### config.mk
export PLATFORM = sky130hd
export DESIGN_NAME = bitmap_range_engine
export DESIGN_NICKNAME = d
export VERILOG_FILES = /design/src/rtl/bre_pkg.sv /design/src/rtl/bre_word_unit.sv /design/src/rtl/bitmap_range_engine.sv
export SDC_FILE = /design/constraint.sdc
export NUM_CORES = 1
export LEC_CHECK = 0
export BUFFER_PORTS_ARGS = -buffer_cell sky130_fd_sc_hd__buf_2
export CORE_AREA = 5 5 283 285
export CTS_CLUSTER_DIAMETER = 80
export DETAILED_ROUTE_END_ITERATION = 12
export DIE_AREA = 0 0 288 290
export PLACE_DENSITY = 0.81
export SETUP_SLACK_MARGIN = 0.1
export SLEW_MARGIN = 40
export SYNTH_ARGS = -nofsm -noshare
export SYNTH_HDL_FRONTEND = slang
export SYNTH_SLANG_ARGS = --single-unit
### constraint.sdc
create_clock -name clk_i -period 15.2 [get_ports clk_i]
set_input_delay 1.52 -clock clk_i [delete_from_list [all_inputs] [get_ports clk_i]]
set_output_delay 1.52 -clock clk_i [all_outputs]
set_load 0.005 [all_outputs]
### src/rtl/bre_pkg.sv
// Package for the bitmap range engine: request mode codes, stream word layout,
// default sizes and the command struct shared by the top level and the word unit.
// No dependencies.
package bre_pkg;

  localparam int NBITS_DEF     = 1024;
  localparam int WORD_BITS_DEF = 32;

  localparam int MODE_W = 3;
  localparam int POS_W  = 10;
  localparam int LEN_W  = 11;
  localparam int IN_W   = 24;
  localparam int OUT_W  = 16;

  localparam logic [LEN_W-1:0] LEN_RST = 11'd1024;

  localparam logic [MODE_W-1:0] MODE_GET = 3'd0;
  localparam logic [MODE_W-1:0] MODE_PUT = 3'd1;
  localparam logic [MODE_W-1:0] MODE_SET = 3'd2;
  localparam logic [MODE_W-1:0] MODE_CLR = 3'd3;
  localparam logic [MODE_W-1:0] MODE_INV = 3'd4;
  localparam logic [MODE_W-1:0] MODE_CNT = 3'd5;

  typedef struct packed {
    logic [MODE_W-1:0] mode;
    logic              bit_value;
  } bre_cmd_t;

endpackage

### src/rtl/bre_word_unit.sv
// Shared word unit of the bitmap range engine: builds the in-range mask for one
// stored word, applies the request to it and counts the selected set bits.
// Depends on bre_pkg.
module bre_word_unit import bre_pkg::*; #(
  parameter int WORD_BITS = WORD_BITS_DEF
) (
  input  bre_cmd_t                       cmd_i,
  input  logic [WORD_BITS-1:0]           rdata_i,
  input  logic [$clog2(WORD_BITS)-1:0]   lo_off_i,
  input  logic [$clog2(WORD_BITS)-1:0]   hi_off_i,
  output logic [WORD_BITS-1:0]           wdata_o,
  output logic                           wen_o,
  output logic                           hit_o,
  output logic [$clog2(WORD_BITS):0]     pop_o
);

  localparam int WLG = $clog2(WORD_BITS);

  logic [WORD_BITS-1:0] ones;
  logic [WORD_BITS-1:0] mask;
  logic [WORD_BITS-1:0] sel;

  assign ones = '1;
  // ~hi_off == WORD_BITS-1-hi_off for power-of-two word sizes
  assign mask = (ones << lo_off_i) & (ones >> (~hi_off_i));
  assign sel  = rdata_i & mask;
  assign hit_o = |sel;

  always_comb begin
    pop_o = '0;
    for (int i = 0; i < WORD_BITS; i++) begin
      pop_o = pop_o + (WLG+1)'(sel[i]);
    end
  end

  always_comb begin
    wdata_o = rdata_i;
    wen_o   = 1'b0;
    unique case (cmd_i.mode)
      MODE_PUT: begin
        wen_o   = 1'b1;
        wdata_o = cmd_i.bit_value ? (rdata_i | mask) : (rdata_i & ~mask);
      end
      MODE_SET: begin
        wen_o   = 1'b1;
        wdata_o = rdata_i | mask;
      end
      MODE_CLR: begin
        wen_o   = 1'b1;
        wdata_o = rdata_i & ~mask;
      end
      MODE_INV: begin
        wen_o   = 1'b1;
        wdata_o = rdata_i ^ mask;
      end
      default: begin
        wen_o   = 1'b0;
        wdata_o = rdata_i;
      end
    endcase
  end

endmodule

### src/rtl/bitmap_range_engine.sv
// Bitmap range engine top level: request sequencer, word store, length register
// and output register. Depends on bre_pkg and bre_word_unit.
//
// A bitmap of NBITS bits kept as NBITS/WORD_BITS words (WORD_BITS a power of
// two) in a single-port-write, registered-read memory. After reset a clearing
// pass zeroes one word per cycle, all NWORDS words, before the first request is
// taken. One request runs at a time; the word unit handles one stored word per
// cycle with the read of the next word overlapped. Get and put walk one word;
// set, clear and invert walk the words spanned; count walks the words up to the
// length in use. Refused requests and count at zero length skip the walk. The
// result sits in an output register, so the next request is accepted while it
// waits.
module bitmap_range_engine import bre_pkg::*; #(
  parameter int NBITS     = NBITS_DEF,
  parameter int WORD_BITS = WORD_BITS_DEF
) (
  input  logic              clk_i,
  input  logic              rst_ni,
  input  logic              cfg_we_i,
  input  logic [LEN_W-1:0]  cfg_wdata_i,   // length_in_use
  input  logic              s_axis_tvalid,
  output logic              s_axis_tready,
  input  logic [IN_W-1:0]   s_axis_tdata,  // mode[2:0], position_low[12:3],
                                           // position_high[22:13], bit_value[23]
  output logic              m_axis_tvalid,
  input  logic              m_axis_tready,
  output logic [OUT_W-1:0]  m_axis_tdata   // bit_out[0], set_count[11:1], error[12]
);

  localparam int NWORDS = (NBITS + WORD_BITS - 1) / WORD_BITS;
  localparam int AW     = (NWORDS > 1) ? $clog2(NWORDS) : 1;
  localparam int WLG    = $clog2(WORD_BITS);
  localparam int CW     = (((AW + WLG) > LEN_W) ? (AW + WLG) : LEN_W) + 1;
  localparam int LEN_MAX = (1 << LEN_W) - 1;
  localparam int NB_CAP = (NBITS < LEN_MAX) ? NBITS : LEN_MAX;

  localparam logic [1:0] S_CLEAR = 2'd0;
  localparam logic [1:0] S_IDLE  = 2'd1;
  localparam logic [1:0] S_WALK  = 2'd2;
  localparam logic [1:0] S_DONE  = 2'd3;

  logic [1:0]           state_q, state_d;
  logic [LEN_W-1:0]     len_q;
  logic [LEN_W-1:0]     len_eff;
  bre_cmd_t             cmd_q, cmd_d;
  logic [LEN_W-1:0]     lo_q, lo_d, hi_q, hi_d;
  logic [AW-1:0]        rd_ptr_q, rd_ptr_d, hi_w_q, hi_w_d, wptr_q, wptr_d;
  logic [AW-1:0]        clr_ptr_q, clr_ptr_d;
  logic                 iss_done_q, iss_done_d, vld_q, vld_d;
  logic                 bit_q, bit_d, err_q, err_d;
  logic [LEN_W-1:0]     cnt_q, cnt_d;
  logic                 out_vld_q, out_vld_d;
  logic [OUT_W-1:0]     out_data_q, out_data_d;

  logic [WORD_BITS-1:0] mem_q [NWORDS];
  logic [WORD_BITS-1:0] rdata_q;
  logic                 we, re;
  logic [AW-1:0]        wa, ra;
  logic [WORD_BITS-1:0] wd;

  logic [MODE_W-1:0]    in_mode;
  logic [LEN_W-1:0]     in_lo, in_hi;
  logic                 in_bv;
  logic                 acc;
  logic                 acc_err, acc_skip;
  logic [LEN_W-1:0]     acc_lo, acc_hi;
  logic [LEN_W-1:0]     lo_sh, hi_sh;

  logic [CW-1:0]        base, lo_c, hi_c, lo_rel, hi_rel;
  logic [WLG-1:0]       lo_off, hi_off;
  logic [WORD_BITS-1:0] u_wdata;
  logic                 u_wen, u_hit;
  logic [WLG:0]         u_pop;

  assign in_mode = s_axis_tdata[2:0];
  assign in_lo   = {1'b0, s_axis_tdata[12:3]};
  assign in_hi   = {1'b0, s_axis_tdata[22:13]};
  assign in_bv   = s_axis_tdata[23];

  assign len_eff = (len_q < LEN_W'(NB_CAP)) ? len_q : LEN_W'(NB_CAP);
  assign s_axis_tready = (state_q == S_IDLE);
  assign acc = s_axis_tvalid && s_axis_tready;

  always_comb begin
    acc_err  = 1'b0;
    acc_skip = 1'b0;
    acc_lo   = in_lo;
    acc_hi   = in_hi;
    unique case (in_mode)
      MODE_GET, MODE_PUT: begin
        acc_hi  = in_lo;
        acc_err = (in_lo >= len_eff);
      end
      MODE_SET, MODE_CLR, MODE_INV: begin
        acc_err = (in_hi >= len_eff) || (in_lo > in_hi);
      end
      MODE_CNT: begin
        acc_lo   = '0;
        acc_hi   = len_eff - LEN_W'(1);
        acc_skip = (len_eff == '0);
      end
      default: acc_err = 1'b1;
    endcase
  end

  assign lo_sh = acc_lo >> WLG;
  assign hi_sh = acc_hi >> WLG;

  // mask bounds of the word held in rdata_q
  assign base   = CW'(wptr_q) << WLG;
  assign lo_c   = CW'(lo_q);
  assign hi_c   = CW'(hi_q);
  assign lo_rel = lo_c - base;
  assign hi_rel = hi_c - base;
  assign lo_off = (lo_c > base) ? lo_rel[WLG-1:0] : '0;
  assign hi_off = (hi_c < base + CW'(WORD_BITS - 1)) ? hi_rel[WLG-1:0] : '1;

  bre_word_unit #(
    .WORD_BITS (WORD_BITS)
  ) u_word (
    .cmd_i    (cmd_q),
    .rdata_i  (rdata_q),
    .lo_off_i (lo_off),
    .hi_off_i (hi_off),
    .wdata_o  (u_wdata),
    .wen_o    (u_wen),
    .hit_o    (u_hit),
    .pop_o    (u_pop)
  );

  always_comb begin
    state_d    = state_q;
    cmd_d      = cmd_q;
    lo_d       = lo_q;
    hi_d       = hi_q;
    rd_ptr_d   = rd_ptr_q;
    hi_w_d     = hi_w_q;
    wptr_d     = wptr_q;
    clr_ptr_d  = clr_ptr_q;
    iss_done_d = iss_done_q;
    vld_d      = 1'b0;
    bit_d      = bit_q;
    err_d      = err_q;
    cnt_d      = cnt_q;
    out_vld_d  = out_vld_q;
    out_data_d = out_data_q;
    we = 1'b0;
    wa = wptr_q;
    wd = u_wdata;
    re = 1'b0;
    ra = rd_ptr_q;

    if (out_vld_q && m_axis_tready) begin
      out_vld_d = 1'b0;
    end

    unique case (state_q)
      S_CLEAR: begin
        we = 1'b1;
        wa = clr_ptr_q;
        wd = '0;
        clr_ptr_d = clr_ptr_q + AW'(1);
        if (clr_ptr_q == AW'(NWORDS - 1)) begin
          state_d = S_IDLE;
        end
      end
      S_IDLE: begin
        if (acc) begin
          cmd_d.mode      = in_mode;
          cmd_d.bit_value = in_bv;
          lo_d       = acc_lo;
          hi_d       = acc_hi;
          rd_ptr_d   = AW'(lo_sh);
          hi_w_d     = AW'(hi_sh);
          iss_done_d = 1'b0;
          bit_d      = 1'b0;
          cnt_d      = '0;
          err_d      = acc_err;
          state_d    = (acc_err || acc_skip) ? S_DONE : S_WALK;
        end
      end
      S_WALK: begin
        if (!iss_done_q) begin
          re     = 1'b1;
          vld_d  = 1'b1;
          wptr_d = rd_ptr_q;
          if (rd_ptr_q == hi_w_q) begin
            iss_done_d = 1'b1;
          end else begin
            rd_ptr_d = rd_ptr_q + AW'(1);
          end
        end
        if (vld_q) begin
          we = u_wen;
          if (cmd_q.mode == MODE_CNT) begin
            cnt_d = cnt_q + LEN_W'(u_pop);
          end
          if (cmd_q.mode == MODE_GET || cmd_q.mode == MODE_PUT) begin
            bit_d = u_hit;
          end
          if (iss_done_q) begin
            state_d = S_DONE;
          end
        end
      end
      S_DONE: begin
        if (!out_vld_q || m_axis_tready) begin
          out_vld_d  = 1'b1;
          out_data_d = {3'b000, err_q, cnt_q, bit_q};
          state_d    = S_IDLE;
        end
      end
      default: state_d = S_IDLE;
    endcase
  end

  always_ff @(posedge clk_i) begin
    if (we) begin
      mem_q[wa] <= wd;
    end
    if (re) begin
      rdata_q <= mem_q[ra];
    end
  end

  always_ff @(posedge clk_i or negedge rst_ni) begin
    if (!rst_ni) begin
      state_q    <= S_CLEAR;
      len_q      <= LEN_RST;
      clr_ptr_q  <= '0;
      iss_done_q <= 1'b0;
      vld_q      <= 1'b0;
      out_vld_q  <= 1'b0;
    end else begin
      state_q    <= state_d;
      clr_ptr_q  <= clr_ptr_d;
      iss_done_q <= iss_done_d;
      vld_q      <= vld_d;
      out_vld_q  <= out_vld_d;
      if (cfg_we_i) begin
        len_q <= cfg_wdata_i;
      end
    end
  end

  always_ff @(posedge clk_i) begin
    cmd_q      <= cmd_d;
    lo_q       <= lo_d;
    hi_q       <= hi_d;
    rd_ptr_q   <= rd_ptr_d;
    hi_w_q     <= hi_w_d;
    wptr_q     <= wptr_d;
    bit_q      <= bit_d;
    err_q      <= err_d;
    cnt_q      <= cnt_d;
    out_data_q <= out_data_d;
  end

  assign m_axis_tvalid = out_vld_q;
  assign m_axis_tdata  = out_data_q;

  a_no_write_idle: assert property (@(posedge clk_i) disable iff (!rst_ni)
    (state_q == S_IDLE || state_q == S_DONE) |-> !we)
    else $error("store written outside walk or clear");

  a_err_zero: assert property (@(posedge clk_i) disable iff (!rst_ni)
    m_axis_tvalid && m_axis_tdata[12] |-> (m_axis_tdata[11:0] == 12'd0))
    else $error("refused word carries data");

  a_cnt_bound: assert property (@(posedge clk_i) disable iff (!rst_ni)
    (state_q == S_DONE) |-> (cnt_q <= len_eff))
    else $error("count exceeds length in use");

  a_vld_walk: assert property (@(posedge clk_i) disable iff (!rst_ni)
    vld_q |-> (state_q == S_WALK))
    else $error("read data pending outside walk");

endmodule

==> reports/qor.txt <==
Clock Skew - 0.0481 ns
Area Growth Syn to Fin - 12.4%
Main synth FF type - edfxtp_1
mux cell area share after synthesis - 15.6%
Synth top cells by count - edfxtp_1, mux4_2, ha_1, inv_1, clkbuf_1
minimum clock period - 8.69 ns
clock sink total - 1138
Final Cycle Share - 57.2%
HPWL after DPL - 75000 µm
mapped cell area - 49600 µm²
syn avg cell area - 18.7 µm²
Reg clk slew, reported paths - 0.07 ns
Initial DRC Count - 4201
status - finished clean
FF+latch count, synth - 1138
Synth Area in Compound Gates - 4.53%
Core Box Area - 77100 µm²
critical path launch point type - flip-flop
# fillers - 4381
DIE HEIGHT - 290 µm
overall routing resource usage - 33.8%
sequential share of the synthesized area - 68.7%
die area - 83500 µm²
Max-Cap Viols - 0
drt via density - 7.23
largest family of logic cells by synthesized area - multiplexers
area share of the largest cell type after synthesis - 67.6%
Initial Util - 64.4%
Die W - 288 µm
top-count cell post-synth - edfxtp_1
Yosys warning total - 0
required time of the critical path - 15.60 ns
# hold bufs at CTS - 0
Area contributors post-synth - edfxtp_1, mux4_2, ha_1, inv_1, mux2_2
adder-cell share of the synthesized area - 5.04%
clock latency on the worst-skew pair - 0.68 ns
First-pass DRT Iterations - 9
CTS tree - yes
Total Wirelength - 141000 µm
asr flop ratio synth - 1.85%
Root Buffer - clkbuf_16
post-CTS sizing - 0
CP Max Fanout - 10
Slowest Stage Delay on Critical Path - 0.59 ns
Hold Crit Class - reg2reg
routability-driven placement congestion ratio - 0.978
antenna viol nets, final - 0
Setup-failing EPs final - 0
IO Pins - 58
layout cells sized above 1 - 26.7%
Clock Tree Buf Depth - 3
XOR/XNOR share of the synthesized area - 0.512%
Tightest Pin Transition - 0.918 ns
wire per inst - 36.2 µm
H-tree depth - 3
RSZ-0062 raised after global routing - false
DRC Markers - 0
WP data arrival - 9.09 ns
Vias - 28.1k
Sum Neg Setup Slack - 0 ns
most frequent CP cell - fa_1
IO buf count - 54
max-slew violations - 0
Peak Freq - 115 MHz
Netlist cell types - 67
fin nets - 2988
initial antenna violation count - 1
Simple-Gate Fraction of Synth Area - 3.13%
critical path class - reg2reg
Mapped Cells - 2647
first-pass GRT wire length - 202000 µm
Post-synth EDFFs - 1117
critical path endpoint category - flip-flop
DP Worst Slack - 6.56 ns
final global-route overflow total - 0
Hold Vio Cnt, Final - 0
largest net degree at the start of global routing - 145
Final WS setup - 6.51 ns
row cnt - 102
post-synth top area cell - edfxtp_1
CTS Buf Count - 109
Post-CTS Setup Bufs - 0
relative slew slack - 38.8%
vias in the first global route - 28.2k
Slowest-stage cell, CP - a2111oi_0
-- kinds of logic (layout without fill, tap and decap cells) --
group / after synthesis / count (layout)
DFF: 1138 / 1138
muxes: 370 / 370
AOI/OAI and AO/OA: 338 / 338
and+or+nand+nor: 294 / 294
buffers and inverters: 292 / 488
adders and majority gates: 185 / 185
xor gates and xnor gates: 29 / 29
other: 1 / 4
-- metrics by stage --
step	cells	utilization [%]	hold WS [ns]	cell area [µm²]
2_1_floorplan	2649	-	0.400	49600
3_3_place_gp	3664	66.8	0.411	51500
3_5_place_dp	3670	67.4	0.408	51900
4_1_cts	3863	71.8	0.421	55300
5_1_grt	3885	72.4	0.442	55800
6_report	3886	72.4	0.425	55800
-- layer usage --
metal	wire length, µm	part of all wire (%)	track usage, %	vias up
li1	-	-	-	10900
met1	49600	35	48.1	14400
met2	67700	48	53.5	2325
met3	16500	12	5.86	435
met4	7010	5.0	13.4	0
met5	0	0	0	-
-- worst paths after layout --
path	from	to	slack, ns	depth (start not counted)
min in group asynchronous	rst_ni	len_q[2]	0.83	1
hold reg to reg	err_q	m_axis_tdata[12]	0.43	0
setup / recovery	wptr_q[2]	cnt_q[9]	6.51	30
max in group asynchronous	rst_ni	clr_ptr_q[0]	13.98	1
setup reg to reg	wptr_q[2]	cnt_q[9]	6.51	30
hold / removal	err_q	m_axis_tdata[12]	0.43	0
-- cell usage in the layout, fill, tap and decap left out, types with 8 or more instances in the layout --
cell type / synthesis / layout
buf_8: 0 / 16
xnor2_1: 18 / 17
nand3_1: 8 / 8
clkbuf_1: 95 / 22
clkbuf_16: 0 / 114
mux4_2: 320 / 320
and2_1: 21 / 21
clkinv_2: 0 / 12
o21a_1: 40 / 40
mux2_2: 46 / 46
nor2_1: 81 / 47
nor4_1: 10 / 10
clkinv_1: 0 / 25
dfrtp_1: 20 / 20
a21oi_1: 89 / 83
o22ai_1: 31 / 31
a21o_1: 13 / 13
inv_1: 148 / 147
fa_1: 25 / 25
nor2_4: 0 / 33
ha_1: 160 / 160
buf_2: 12 / 54
xor2_1: 11 / 11
or2_2: 22 / 22
edfxtp_1: 1117 / 1117
nand2b_1: 21 / 19
nand4_1: 14 / 14
nand2_1: 33 / 33
nor2b_1: 39 / 38
buf_4: 23 / 58
o221ai_4: 0 / 19
o2111ai_1: 13 / 13
nor3_1: 17 / 14
o21ai_0: 57 / 57
-- worst max-delay path: cells and delay by family (launching register included) --
kind	cells	cell delay, ns
buf+inv	7	0.51
compound gates	4	1.50
flops	1	0.35
fa+ha+maj	12	4.66
xor+xnor	1	0.18
simple gates	6	1.20
-- state kept, by name, indices dropped and copies added (netlist names), 5 cells and up --
| signal | cells |
|---|---|
| rdata_q | 32 |
| ra | 5 |
| m_axis_tdata | 13 |
| hi_q | 11 |
| cnt_q | 11 |
| lo_q | 10 |
| mem_q | 1024 |
| wptr_q | 5 |
| len_q | 11 |
| clr_ptr_q | 5 |
-- area by class of cell --
class,instances,area [µm²],share of cell area (%)
antenna,1,2.50,0.00449
multi-input combinational,1219,15100,27.1
clock inverter,59,531,0.951
tap,1040,1300,2.33
clock buffer,134,2870,5.15
inverter,148,556,0.996
timing repair buffer,147,1350,2.42
sequential,1138,34100,61.1
Power is left out: the tool's default activity adds up to more than one toggle a clock period on the data nets, which glitch-free logic cannot reach.
